## config.mk

```make
export PLATFORM = sky130hd
export DESIGN_NAME = mhmd_front
export DESIGN_NICKNAME = d
export VERILOG_FILES = /design/src/hdl/mhmd_pkg.sv /design/src/hdl/mhmd_front.sv
export SDC_FILE = /design/constraint.sdc
export NUM_CORES = 1
export LEC_CHECK = 0
export BUFFER_PORTS_ARGS = -buffer_cell sky130_fd_sc_hd__buf_2
export CAP_MARGIN = 20
export CORE_MARGIN = 2
export CORE_UTILIZATION = 30
export CTS_CLUSTER_SIZE = 30
export DETAILED_ROUTE_END_ITERATION = 8
export SYNTH_ARGS = -nofsm -noshare
export SYNTH_HDL_FRONTEND = slang
export SYNTH_SLANG_ARGS = --single-unit
```

## constraint.sdc

```tcl
create_clock -name aclk -period 8.5 [get_ports aclk]
set_input_delay 1.275 -clock aclk [delete_from_list [all_inputs] [get_ports aclk]]
set_output_delay 1.275 -clock aclk [all_outputs]
set_load 0.01 [all_outputs]
```

## src/hdl/mhmd_pkg.sv

```systemverilog
`default_nettype none
// ---------------------------------------------------------------------------
// mhmd_pkg: shared types and constants for the multiply/divide unit
// Holds the command codes and the item record passed between stages.
// ---------------------------------------------------------------------------
package mhmd_pkg;

    localparam int WordW = 32;

    typedef enum logic [1:0] {
        CMD_MULT  = 2'd0,
        CMD_MULTU = 2'd1,
        CMD_DIV   = 2'd2,
        CMD_DIVU  = 2'd3
    } cmd_t;

    // Classified item: operand magnitudes plus sign and special-case flags.
    typedef struct packed {
        logic             is_div;
        logic             special;
        logic [WordW-1:0] sp_hi;
        logic [WordW-1:0] sp_lo;
        logic [WordW-1:0] mag_a;
        logic [WordW-1:0] mag_b;
        logic             neg_q;
        logic             neg_r;
    } item_t;

endpackage
`default_nettype wire

```

## src/hdl/mhmd_front.sv

```systemverilog
`default_nettype none
// ---------------------------------------------------------------------------
// mhmd_front: command decode and operand conditioning
// Registers one classified item; takes magnitudes and flags special cases.
// ---------------------------------------------------------------------------
module mhmd_front (
    input  wire logic                     aclk,
    input  wire logic                     aresetn,
    input  wire logic                     s_valid,
    output logic                          s_ready,
    input  wire logic [1:0]               s_command,
    input  wire logic [31:0]              s_operand_a,
    input  wire logic [31:0]              s_operand_b,
    output logic                          f_valid,
    input  wire logic                     f_ready,
    output mhmd_pkg::item_t               f_item
);
    logic            valid_reg;
    mhmd_pkg::item_t item_reg, item_next;
    logic            sgn, na, nb;

    assign s_ready = !valid_reg || f_ready;
    assign f_valid = valid_reg;
    assign f_item  = item_reg;

    always_comb begin
        sgn = (s_command == mhmd_pkg::CMD_MULT) || (s_command == mhmd_pkg::CMD_DIV);
        na  = sgn && s_operand_a[31];
        nb  = sgn && s_operand_b[31];
        item_next.is_div  = s_command[1];
        item_next.mag_a   = na ? 32'(0 - s_operand_a) : s_operand_a;
        item_next.mag_b   = nb ? 32'(0 - s_operand_b) : s_operand_b;
        item_next.neg_q   = na ^ nb;
        item_next.neg_r   = na;
        item_next.special = 1'b0;
        item_next.sp_hi   = s_operand_a;
        item_next.sp_lo   = na ? 32'd1 : 32'hFFFF_FFFF;
        if (s_command[1] && s_operand_b == 32'd0) begin
            item_next.special = 1'b1;
        end else if (s_command == mhmd_pkg::CMD_DIV && s_operand_a == 32'h8000_0000
                     && s_operand_b == 32'hFFFF_FFFF) begin
            item_next.special = 1'b1;
            item_next.sp_hi   = 32'd0;
            item_next.sp_lo   = 32'h8000_0000;
        end
    end

    always_ff @(posedge aclk) begin
        if (!aresetn) begin
            valid_reg <= 1'b0;
        end else if (s_ready) begin
            valid_reg <= s_valid;
        end
        if (s_ready && s_valid) begin
            item_reg <= item_next;
        end
    end
endmodule
`default_nettype wire

```

# Word-level counts from Yosys, hierarchy flattened
# Index checks and enable logic that the tools add are counted.
# word_totals
reg_bits	133
output_inout_bits	134
wordCells	31
in_bits	70
# op_classes
reduce_logical	11
bitwise_logic	1
n_addsub	2
n_eq_ne	3
mux	5
# ops
cell	count
two-way mux 32 bit	3
two-way mux 65 bit	1
== test 32 bit (second input constant)	2
two-way mux 64 bit	1
subtractor 1 x 32 -> 32 bit (first input constant)	2
logical NOT 32 bit	1
logical AND 1 bit	6
== test 2 bit (second input constant)	1
logical NOT 2 bit	1
logical OR 1 bit	2
logical NOT 1 bit	1
XOR 1 bit	1

# Longest topological paths before layout
# depth
ltp_word	6
ltp_mapped	7
depth_no_buf	7

# Worst setup path before layout
# Ideal clock, no wire load.
# synth_path
path_kind	input port to flip-flop
start	input f_ready
end	register item_reg, in the netlist f_item[0] (enable)
setup_ns	0.474
arrival_ns	3.867
required_time_ns	8.026
path_slack_ns	4.160
stages	2
path_cell_list	nand2b_1 and2_1
# synth_between
elab_chain_cells	2
# synth_lines
element	line	source
start: declaration	mhmd_front.sv:15	input wire logic f_ready,
logical OR 1 bit	mhmd_front.sv:22	assign s_ready = !valid_reg || f_ready;
logical AND 1 bit	mhmd_front.sv:54	if (s_ready && s_valid) begin
end signal: assignment	mhmd_front.sv:55	item_reg <= item_next;
end: declaration	mhmd_front.sv:19	mhmd_pkg::item_t item_reg, item_next;
# No other way between the ends.
# A chain may end at the register's enable or synchronous reset.

==> impl_results.md <==
* GRT Total Usage at 0.136
* Met2 WL post-DR at 5700 um
* Clock Pin Slew Worst Setup and Hold Paths at 80 ps
* Routability-driven placement congestion ratio at 0.820
* LEAKAGE at 2.50 nW
* Fmax at ~300 MHz
* Setup Skew at between 6 and 7 ps
* Status: finished, final reports clean
* Area delta synth->final at 25.0%
* Vias/cell at ~4.6
* Hold endpoint: f_valid
* Initial antenna violation count at 0
* Worst Path Arrival at approximately 3500 ps
* Sequential power share at 0.524
* Max_slew headroom at 0.411
* Vias in the first global route at 3444
* Final count of hold timing violations at 0
* Core Area at approximately 16000 um2
* First-pass GRT wire length at approximately 18000 um
* Final setup TNS at 0 ps
* Met3 wire len at 1270 um
* Synth Flop Type: edfxtp_1
* #FFs+latches synth at ~100
* Hold_buf cts at 0
* Worst r2r src: f_valid
* Cell Int Power at 0.000878 W
* Share of post-route cells with drive strength above 1 at 0.403
* Layout net count at 627
* TritonCTS Buffers at 9
* CTS resizes at 0
* Buffers on Ports at 203
* Gate Count Post-Synth at 404
* Routed vias at 3561
* Uppermost layer routed: met4
* Total power at 0.00119 W
* HPWL after DPL at 9110 um
* Slew Limit Fails at 0
* Mapped cell area at 4950 um2
* Synth area leader: edfxtp_1
* Initial core utilization at 0.309
* Root Driver: clkbuf_16
* Hold Path Class: flip-flop to flip-flop
* Synth Net Count at 477
* Largest net degree at the start of global routing at 67
* Cell variety after synth at 38
* Worst-Skew Late Latency at 340 ps
* Final ANT Viol Nets at 0
* Synth area leaders: edfxtp_1 63%, xor2_1 5.8%, xnor2_1 4.6%
* WL final at 12000 um
* Fillers at ~1.6k
* Async S/R FF share, synth at 0
* TritonCTS clock tree: yes
* Hold path start: f_valid
* Fin crit period at 3380 ps
* H-tree levels at 3
* R2R depth at 3
* Largest stage delay, worst path at approximately 670 ps
* Worst path cell trace: buf_2, nor4_1, nand4_1, or3_4, nor4_4, nor2_1
* Req. time, crit path at around 8600 ps
* Worst-margin pin slew at 883 ps
* CP Launch Type: primary input
* Largest fanout on the critical path at 6
* GRT Residual Overflow at 0
* Hold slack at 556 ps
* Drt initial violations at between 150 and 200
* WHS Path Cells at 2
* Mapped Avg Cell Area at about 12 um2
* Unrepaired setup endpoints after global routing: no
* PD cells at approximately 190 nW/um2
* Logic pwr share at 0.136
* Sw Ratio at 0.259
* Slowest library cell on the worst path: nor4_1
* Setup violations, final at 0
* Reg2reg setup slack at 6350 ps
* Crit Path Class: primary input to flip-flop
* Drt first pass iters at 5
* Total of max-cap violations at 0
* Peak supply drop at 0.0845 mV
* Die H at 132 um
* CTS max path bufs at 2
* Post-place setup slack at 4770 ps
* Critical Path End Type: flip-flop
* DRC violations left at 0
* Post-CTS setup buffer count at 0
* Part of the power in the clock network at 0.341
* Synth top area share at 0.625
* Routed len/inst at between 15 and 20 um
* Synth Warn # at 0
* Crit share post-route at 0.397
* I/O pins at 204
* Setup WS post-layout at 5120 ps
* Num rows at 46
* CTS Sinks at 104
* R2r endpoint: f_item[10]
* Seq/Total Area, Yosys at 0.629
* Diode count at 0
* Die W at about 130 um
* DRT met1 WL at 4820 um
* Die area at 17500 um2
* Switching pwr at roughly 0.0003 W
* EDFF count, synth at 103
layout by cell type (no fill, tap or decap), types with 2 or more instances in the layout:
| master | n |
|---|---|
| nor2b_1 | 4 |
| nand2_1 | 14 |
| nand4_1 | 12 |
| or4_1 | 2 |
| inv_1 | 12 |
| or3_1 | 3 |
| nand3b_1 | 2 |
| nor2_1 | 37 |
| o21ai_0 | 10 |
| a31oi_1 | 4 |
| ha_1 | 3 |
| nor3b_1 | 2 |
| nor4_1 | 7 |
| clkbuf_16 | 9 |
| edfxtp_1 | 103 |
| xor2_1 | 33 |
| and3_1 | 2 |
| nor3_1 | 15 |
| o41ai_1 | 2 |
| inv_6 | 2 |
| a21oi_1 | 20 |
| nand3_1 | 2 |
| nand2b_1 | 5 |
| xnor2_1 | 26 |
| buf_2 | 203 |
| o31ai_1 | 7 |
layout make-up:
class                           count  area (um2)  area share
Clock buffer                        9         225      0.0364
Clock inverter                      7        66.3      0.0107
Inverter                           12        45.0     0.00729
Multi-Input combinational cell    223        1440       0.233
Tap cell                          216         270      0.0437
Sequential cell                   104        3110       0.504
Timing Repair Buffer              204        1020       0.166
worst max-delay path, delay by kind of cell:
family                 cells  cell delay, ps
AND/OR/NAND/NOR            5            2050
buffers and inverters      1             140
registers in the layout, indices dropped and copies added (netlist names):
signal,cells
f_valid,1
f_item,103
through the flow:
| stage | cells | instance area [um2] | utilization |
|---|---|---|---|
| finish | 775 | 6180 | 0.386 |
| CTS | 775 | 6180 | 0.386 |
| global route | 775 | 6180 | 0.386 |
| detailed placement | 759 | 5890 | 0.368 |
| floorplan | 404 | 4950 | - |
| global placement | 759 | 5890 | 0.368 |
cell families after synthesis:
logic type,count (synthesis),synth area share
simple gates,114,0.122
flops,104,0.629
xor+xnor,59,0.104
compound gates,47,0.0564
fa+ha+maj,3,0.00759
buf+inv,77,0.0804
worst max-delay path by stage:
stage | from | end | slack, ps | cells after the start
5_1_grt | s_operand_a[8] | f_item[99] | 4940 | 6
6_report | s_operand_a[8] | f_item[98] | 5120 | 6
2_1_floorplan | f_ready | f_item[0] | 4160 | 2
4_1_cts | s_operand_a[8] | f_item[98] | 5130 | 6
3_5_place_dp | s_operand_a[8] | f_item[98] | 4770 | 6
3_3_place_gp | s_operand_a[8] | f_item[63] | 4810 | 6
cell usage after synthesis (all sizes together), types with 2 or more instances:
master	n
a21oi	20
a31oi	4
and3	2
buf	31
clkbuf	34
edfxtp	103
ha	3
inv	12
nand2	14
nand2b	5
nand3	2
nand3b	2
nand4	12
nor2	37
nor2b	4
nor3	15
nor3b	2
nor4	8
o21ai	10
o31ai	7
o41ai	2
or3	4
or4	3
xnor2	26
xor2	33
power groups by stage:
| stage | logic, W | clock network [W] | registers [W] |
|---|---|---|---|
| 2_1_floorplan | 0.0000686 | 0 | 0.000655 |
| 3_3_place_gp | 0.000161 | 0 | 0.000632 |
| 3_5_place_dp | 0.000163 | 0 | 0.000633 |
| 4_1_cts | 0.000163 | 0.000419 | 0.000622 |
| 5_1_grt | 0.000177 | 0.000437 | 0.000625 |
| 6_report | 0.000161 | 0.000404 | 0.000621 |
per-layer routing:
metal / GRT usage / vias to the layer above
met1: 0.165 / 1662
met5: 0 / -
met4: 0.0573 / 0
li1: - / 1699
met2: 0.218 / 184
met3: 0.0490 / 16
Note: power is estimated with default switching activity, not from simulation.
